===== config.mk =====
export PLATFORM = sky130hd
export DESIGN_NAME = pdfir_rndsat
export DESIGN_NICKNAME = d
export VERILOG_FILES = /design/src/rtl/core/pdfir_pkg.sv /design/src/rtl/core/pdfir_rndsat.sv
export SDC_FILE = /design/constraint.sdc
export NUM_CORES = 1
export LEC_CHECK = 0
export ABC_AREA = 1
export BUFFER_PORTS_ARGS = -buffer_cell sky130_fd_sc_hd__buf_2
export CAP_MARGIN = 25
export CORE_ASPECT_RATIO = 0.9
export CORE_UTILIZATION = 43
export DETAILED_ROUTE_END_ITERATION = 6
export GPL_TIMING_DRIVEN = 0
export PLACE_DENSITY_LB_ADDON = 0.25
export SYNTH_ARGS = -nofsm -noshare
export SYNTH_HDL_FRONTEND = slang
export SYNTH_SLANG_ARGS = --single-unit

===== constraint.sdc =====
create_clock -name vclk -period 2.55
set_input_delay 0.51 -clock vclk [all_inputs]
set_output_delay 0.51 -clock vclk [all_outputs]
set_load 0.05 [all_outputs]

===== src/rtl/core/pdfir_pkg.sv =====
// ----------------------------------------------------------------------------
// pdfir_pkg
// shared constants, command codes and fixed-point formats for the
// polyphase decimating fir
// ----------------------------------------------------------------------------
package pdfir_pkg;

    localparam int MAX_DECIM_DEF   = 16;
    localparam int TAPS_DEF        = 32;
    localparam int SAMPLE_BITS_DEF = 16;

    localparam int INDEX_BITS = 9;
    localparam int COEF_BITS  = 18;
    localparam int FRAC_BITS  = 17;
    localparam int ACC_BITS   = 48;
    localparam int CFG_BITS   = 5;

    localparam logic [CFG_BITS-1:0] DECIM_RESET = 5'd4;

    localparam logic CMD_COEF   = 1'b0;
    localparam logic CMD_SAMPLE = 1'b1;

    localparam logic signed [ACC_BITS-1:0] ACC_MAX = {1'b0, {(ACC_BITS-1){1'b1}}};
    localparam logic signed [ACC_BITS-1:0] ACC_MIN = {1'b1, {(ACC_BITS-1){1'b0}}};

endpackage


===== src/rtl/core/pdfir_rndsat.sv =====
// ----------------------------------------------------------------------------
// pdfir_rndsat
// round half up from the accumulator's fraction bits and clip to the
// signed output sample range
// ----------------------------------------------------------------------------
module pdfir_rndsat #(
    parameter int SAMPLE_BITS = pdfir_pkg::SAMPLE_BITS_DEF
) (
    input  logic signed [pdfir_pkg::ACC_BITS-1:0] acc,
    output logic        [SAMPLE_BITS-1:0]         filtered,
    output logic                                  saturated
);

    localparam int RND_W = pdfir_pkg::ACC_BITS + 1;
    localparam int QW    = RND_W - pdfir_pkg::FRAC_BITS;
    localparam int LW    = (QW > SAMPLE_BITS) ? QW : SAMPLE_BITS;

    localparam logic signed [LW-1:0] HI = {{(LW-SAMPLE_BITS+1){1'b0}}, {(SAMPLE_BITS-1){1'b1}}};
    localparam logic signed [LW-1:0] LO = {{(LW-SAMPLE_BITS+1){1'b1}}, {(SAMPLE_BITS-1){1'b0}}};

    logic signed [RND_W-1:0] rnd;
    logic signed [RND_W-1:0] shifted;
    logic signed [QW-1:0]    q;
    logic signed [LW-1:0]    q_ext;

    assign rnd     = RND_W'(acc) + RND_W'(1 << (pdfir_pkg::FRAC_BITS - 1));
    assign shifted = rnd >>> pdfir_pkg::FRAC_BITS;
    assign q       = QW'(shifted);
    assign q_ext   = LW'(q);

    always_comb
    begin
        if (q_ext > HI)
        begin
            filtered  = SAMPLE_BITS'(HI);
            saturated = 1'b1;
        end
        else if (q_ext < LO)
        begin
            filtered  = SAMPLE_BITS'(LO);
            saturated = 1'b1;
        end
        else
        begin
            filtered  = SAMPLE_BITS'(q_ext);
            saturated = 1'b0;
        end
    end

endmodule


=== After elaboration in Yosys (flattened, before gate mapping) ===
Index checks and enable logic that the tools add are counted.

* $add $sub $neg: 1
* Magnitude comparators: 2
* Mux-type cells: 4

{| class="wikitable"
|+ Operators by type and width
! kind !! count
|-
| 48-bit by 18-bit adder with 49-bit output (second input constant) || 1
|-
| 32-bit by 16-bit > comparator with 1-bit output (second input constant) || 1
|-
| 32-bit by 16-bit less-than comparator with 1-bit output (second input constant) || 1
|-
| 16-bit two-way mux || 2
|-
| 1-bit two-way mux || 2
|}

* Flip-flop bits (word level): 0
* Output and inout port bits: 17
* Logic and storage cells: 7

=== Longest topological paths before layout ===
Gate-level depths: netlist of run 1.

* Depth after elaboration: 4
* Depth in mapped cells: 17

=== Worst setup path after synthesis of run 1 ===
Ideal clock, no wire load.

* Path type: input port to output port
* Start: in acc[16] (netlist bit)
* End: out filtered[6]
* Arrival time: 2.337 ns
* Data required time: 2.040 ns
* Setup slack: -0.297 ns
* Stages on the path: 12
* Buffers on the path: 1
* Cell sequence: ha_1 -> nand2_1 -> nor2_4 -> inv_1 -> nor2_1 -> nand4_1 -> nand2_1 -> inv_1 -> nand2_4 -> buf_6 -> nand2_1 -> nand2_1

* Cells in the longest elaborated chain, start to end: 4

{| class="wikitable"
|+ Ends and longest elaborated chain
! element !! line !! source
|-
| start, declared || pdfir_rndsat.sv:9 || <nowiki>input logic signed [pdfir_pkg::ACC_BITS-1:0] acc,</nowiki>
|-
| 48-bit by 18-bit adder with 49-bit output (*) || pdfir_rndsat.sv:26 || <nowiki>assign rnd = RND_W'(acc) + RND_W'(1 << (pdfir_pkg::FRAC_BITS - 1));</nowiki>
|-
| 32-bit by 16-bit less-than comparator with 1-bit output || pdfir_rndsat.sv:38 || <nowiki>else if (q_ext < LO)</nowiki>
|-
| 16-bit two-way mux || pdfir_rndsat.sv:38 ||
|-
| 16-bit two-way mux (*) || pdfir_rndsat.sv:33 || <nowiki>if (q_ext > HI)</nowiki>
|-
| end, declared || pdfir_rndsat.sv:10 || <nowiki>output logic [SAMPLE_BITS-1:0] filtered,</nowiki>
|}

Every way passes the cells marked *; elsewhere a longest branch is shown, timed or not.

=== Worst setup path after layout of run 1 ===
* Start: in acc[24] (netlist bit)
* End: out filtered[5]

The elaborated chain is that of the path after synthesis.

==> impl_results.md, run 1 <==
* Via density at 5.15
* Layout sequential cell count at 0
* Max_cap viols at 0
* I/O Pins at between 60 and 70
* Die area at between 3000 and 4000 µm²
* Mapped Nets at between 300 and 400
* Drt first pass iters at 4
* Hold Buf Count CTS at 0
* Kind of critical path: primary input to output pin
* Slew margin rel. at 0.830
* Setup tns final at -5.96 ns
* Area grow syn2layout at 81.1%
* Worst setup SP type: primary input
* Pin count of the biggest net entering global routing at 7
* Syn Area/Cell at between 4 and 5 µm²
* Final ANT Viol Nets at 0
* Hold Crit Depth at 5
* Antenna fix cells at 0
* Final worst setup slack at -0.393 ns
* Starting Density at 0.458
* Hold Startpoint: acc[24]
* Power, Total at 369 µW
* Vias in the first global route at 1689
* Worst slack, placed at -0.536 ns
* Initial antenna violation count at 0
* Synth warnings at 0
* Routability Congestion at 0.862
* Number of fill cells at about 180
* Final hold vios at 0
* Final setup viols at 16
* Mapped Area at around 1300 µm²
* Finished Layout Cells at 364
* CP Capture Type: output pin
* RSZ-0062 raised after global routing: yes
* Leak pwr at 1.14 nW
* Highest fanout seen on the critical path at 5
* Crit path arrival time at between 2 and 2.5 ns
* CORE AREA at 2770 µm²
* Inst Count DP at roughly 340
* VDD IR max at 0.168 mV
* GRT overflow at 0
* Worst min-delay path category: primary input to output pin
* GRT Overall Usage at 0.324
* Storage element area at 0 µm²
* Total number of vias at around 1900
* Layout cells sized above 1 at 0.494
* Worst EP required at 2.04 ns
* Final HPWL DP at 3.24 mm
* DRC at 0
* Area occupied by multi-input gates at between 1000 and 1500 µm²
* Slew Limit Fails at 0
* Avg WL per Cell at 14.3 µm
* Die height at between 50 and 60 µm
* Final core occ at 0.829
* Power per cell area at around 160 nW/µm²
* Initial drt markers at 108
* Syn Inst Count at roughly 260
* Unique masters post-synth at 21
* First-pass GRT wire length at ~7.7 mm
* Final WL at about 5.2 mm
* Fmax achieved at around 340 MHz
* Origin of the worst setup path: acc[24]
* Status: finished with violations
* Std-Cell Rows at 18
* Final Cycle Share at 1.15
* Die Width at about 59 µm
* Failing checks: setup timing
* Final net count at between 300 and 400
* Crit path time final at between 2 and 3 ns
* Sequential share of the synthesized area at 0
* Worst Tran Pin Value at between 0.2 and 0.3 ns
* Buffers on Ports at 49
* Clock buf count at 0
## area by class of cell
type	instances	area share
multi-input combinational	226	0.647
timing repair buffer	69	0.270
inverter	27	0.0458
tap	40	0.0218
buffer	2	0.0153
## power by group
| group | switching (mW) | internal [mW] |
|---|---|---|
| combinational | 0.224 | 0.145 |
| sequential | 0 | 0 |
| clock | 0 | 0 |
## logic make-up (layout without fill, tap and decap cells)
kind of cell,count (synthesis),in the layout,share of synthesized area
adders and majority gates,1,1,0.00987
xor gates and xnor gates,16,16,0.111
AOI/OAI and AO/OA,2,2,0.0118
and+or+nand+nor,207,207,0.770
buffers and inverters,29,98,0.0977
## path summary, 6_finish.rpt
check	to	slack [ns]
max	filtered[5]	-0.39
min	filtered[7]	1.48
## placed cells by master, fill, tap and decap left out, types with 12 or more instances in the layout
| master | instances |
|---|---|
| nand3_1 | 12 |
| buf_4 | 15 |
| nand2_1 | 69 |
| inv_1 | 24 |
| buf_2 | 29 |
| nor2_2 | 15 |
| nand2_2 | 24 |
| nor2_1 | 26 |
| nand2_4 | 25 |
| buf_8 | 14 |
## per-layer routing
| metal | up-vias | global-route usage | share of wire |
|---|---|---|---|
| li1 | 936 | - | - |
| met1 | 825 | 0.426 | 0.41 |
| met2 | 91 | 0.584 | 0.50 |
| met3 | 21 | 0.0122 | 0.062 |
| met4 | 0 | 0.0714 | 0.031 |
| met5 | - | 0 | 0 |
## worst max-delay path, stage by stage
cell     delay (ns)
buf_2          0.12
nand2_1        0.13
nor2_2         0.21
inv_1          0.09
nor2_4         0.17
nand2_1        0.07
nand2_1        0.07
nand2_2        0.06
nor2_2         0.10
nand3_2        0.08
nor2_2         0.12
nand3_2        0.11
nand2_4        0.15
buf_6          0.16
nand2_2        0.08
nand2_4        0.07
buf_8          0.14
## per-stage QoR
| stage | cell area, µm² | hold WS [ns] |
|---|---|---|
| after detailed placement | 1710 | 1.51 |
| after global placement | 1710 | 1.51 |
| after floorplan | 1420 | 1.26 |
| final | 2300 | 1.48 |
| after global routing | 2300 | 1.51 |
| after CTS | 2130 | 1.47 |
## what timing repair did
| item | in CTS | in global routing |
|---|---|---|
| endpoints found under the setup margin | 16 | 16 |
| resized for setup | 75 | 38 |
| gates cloned | 2 | 0 |
| pin swaps | 30 | 20 |
| setup buffers | 14 | 4 |
## Yosys cell counts, drive strengths merged
cell | number | area share
inv | 27 | 0.080
ha | 1 | 0.0099
xor2 | 9 | 0.062
nand2 | 118 | 0.37
nor2 | 52 | 0.20
buf | 2 | 0.018
nand3 | 18 | 0.079
o21bai | 2 | 0.012
nand4 | 7 | 0.035
nor3 | 1 | 0.013
xnor2 | 7 | 0.048
nor3b | 1 | 0.0099
nand3b | 9 | 0.053
and2 | 1 | 0.0049
Note: power is estimated with default switching activity, not from simulation.
==> run 2, diff against run 1 <==
- BUFFER_PORTS_ARGS: -buffer_cell sky130_fd_sc_hd__buf_2 -> -buffer_cell sky130_fd_sc_hd__clkbuf_2
==> run 2 against run 1 <==
Compared with the run above:
- the run still ends with setup timing left
- critical path depth down 2
- first-iteration DRC count rose by 0.93%
- sequential share of layout area unchanged
- worst hold slack improved by 0.0031 ns
- non-clock buffer count fell by 5
- via count rose by 0.75%
- final cell count is 1.4% lower
- largest power group unchanged
- largest cell class unchanged
==> impl_results.md, run 2 (synthesis gave the netlist of run 1 again) <==
* Worst slack, placed at -0.539 ns (-0.00276 ns)
* Initial drt markers at 109 (+0.93%)
* DRC at 0 (unchanged)
* Fmax achieved at 342 MHz (+0.75%)
* Total number of vias at 1887 (+0.75%)
* First-pass GRT wire length at 7.33 mm (-5.0%)
* Die area at 3170 µm² (unchanged)
* Final hold vios at 0 (unchanged)
* CP top delay family: simple AND/OR/NAND/NOR gates
* Crit path top cell by count: nand2_1
* Final setup viols at 16 (unchanged)
* Max_cap viols at 0 (unchanged)
* Power per cell area at 160 nW/µm² (-0.28%)
* I/O Pins at 65 (unchanged)
* Layout cells sized above 1 at 0.433 (-0.0612)
* Final core occ at 0.779 (-0.0497)
* Std-Cell Rows at 18 (unchanged)
* Drt first pass iters at 6 (+2)
* Leak pwr at 1.08 nW (-5.5%)
* Critical path's largest stage delay at 0.22 ns (about the same)
* Highest fanout seen on the critical path at 6 (+1)
* Worst setup SP type: primary input
* Fin Hold WS at 1.49 ns (+0.00310 ns)
* Worst min-delay path category: primary input to output pin
* Worst Tran Pin Value at 0.284 ns (+0.0310 ns)
* Crit-path slowest cell: nor3b_4
* GRT overflow at 0 (unchanged)
* CORE AREA at 2770 µm² (unchanged)
* Buffers on Ports at 49 (unchanged)
* VDD IR max at 0.143 mV (-15%)
* Area occupied by multi-input gates at 1370 µm² (-8.1%)
* Inst Count DP at 344 (unchanged)
* DP Area at 1710 µm² (unchanged)
* Crit-path cells: clkbuf_2, nand2_1, nor2_1, inv_1, nor2_4, nor3b_4, nand3_1, nand2_1, nand3_1, nor2_1, nand2_1, nand2_4, buf_12, nand2_4, clkbuf_16
* Layout sequential cell count at 0 (unchanged)
* CP Capture Type: output pin
* RSZ-0062 raised after global routing: yes
* Final Cycle Share at 1.15 (-0.00857)
* Final worst setup slack at -0.371 ns (+0.0218 ns)
* Vias in the first global route at 1676 (-0.77%)
* Power, Total at 346 µW (-6.3%)
* Routability Congestion at 0.899 (+4.3%)
* Final Cell Area at 2160 µm² (-6.0%)
* Final ANT Viol Nets at 0 (unchanged)
* Die height at 53.5 µm (unchanged)
* Starting Density at 0.458 (unchanged)
* Failing checks: setup timing
* Status: finished with violations
* Via density at 5.26 (+2.2%)
* Crit path time final at 2.92 ns (-0.0218 ns)
* Final net count at 370 (-1.3%)
* Initial antenna violation count at 0 (unchanged)
* Most common cell after layout, fill and taps aside: nand2_1
* Antenna fix cells at 0 (unchanged)
* Number of fill cells at 209 (+15%)
* Buf/Inv on CP at 4 (unchanged)
* Storage element area at 0 µm² (unchanged)
* Final WL at 4.86 mm (-6.7%)
* Slew margin rel. at 0.810 (-0.0202)
* Setup tns final at -5.58 ns (+0.374 ns)
* Kind of critical path: primary input to output pin
* Avg WL per Cell at 13.5 µm (-5.4%)
* Die Width at 59.2 µm (unchanged)
* Crit path arrival time at 2.41 ns (-0.02 ns)
* Area grow syn2layout at 70.3%
* Slew Limit Fails at 0 (unchanged)
* Worst EP required at 2.04 ns (about the same)
* Clock buf count at 0 (unchanged)
* Pin count of the biggest net entering global routing at 11 (+4)
* Most frequent cells in the layout: nand2_1 (80), nor2_1 (29), clkbuf_2 (28)
* GRT Overall Usage at 0.310 (-0.0147)
* Finished Layout Cells at 359 (-1.4%)
* Final HPWL DP at 3.08 mm (-5.0%)
==> run 2: cell types whose count changed in the layout (fill, tap and decap cells not counted), moves of 3 or more <==
cell / previous run / this run
buf_8: 14 / 11
buf_2: 29 / 0
nand2_4: 25 / 14
clkbuf_8: 0 / 8
clkbuf_2: 0 / 28
nor2_1: 26 / 29
nand2_1: 69 / 80
buf_6: 10 / 0
==> run 2: what timing repair did <==
item | CTS | global route
cloned | 1 | 0
endpoints found under the setup margin | 16 | 16
hold buffers | 0 | 0
resized for setup | 51 | 26
buffers inserted | 13 | 1
pin swaps | 18 | 14
==> run 2: final cells by class <==
| type | count | share of cell area |
|---|---|---|
| Multi-Input combinational cell | 226 | 0.632 |
| Timing Repair Buffer | 64 | 0.277 |
| Inverter | 27 | 0.0487 |
| Tap cell | 40 | 0.0232 |
| Buffer | 2 | 0.0186 |
==> run 2: metal layers <==
metal | vias up | GRT usage | share of wire
met3 | 18 | 0.0147 | 0.076
met2 | 93 | 0.586 | 0.50
met4 | 0 | 0.0952 | 0.034
met1 | 849 | 0.373 | 0.39
li1 | 927 | - | -
met5 | - | 0 | 0
==> run 2: worst paths after layout <==
check     from           to  slack, ns  depth (start not counted)
min    acc[16]  filtered[0]       1.49                          5
max    acc[25]  filtered[9]      -0.37                         15
==> run 2: where the power goes <==
group / internal (mW) / total [mW] / switching, mW / leakage (nW)
logic: 0.139 / 0.346 / 0.207 / 1.08
clock network: 0 / 0 / 0 / 0
registers: 0 / 0 / 0 / 0
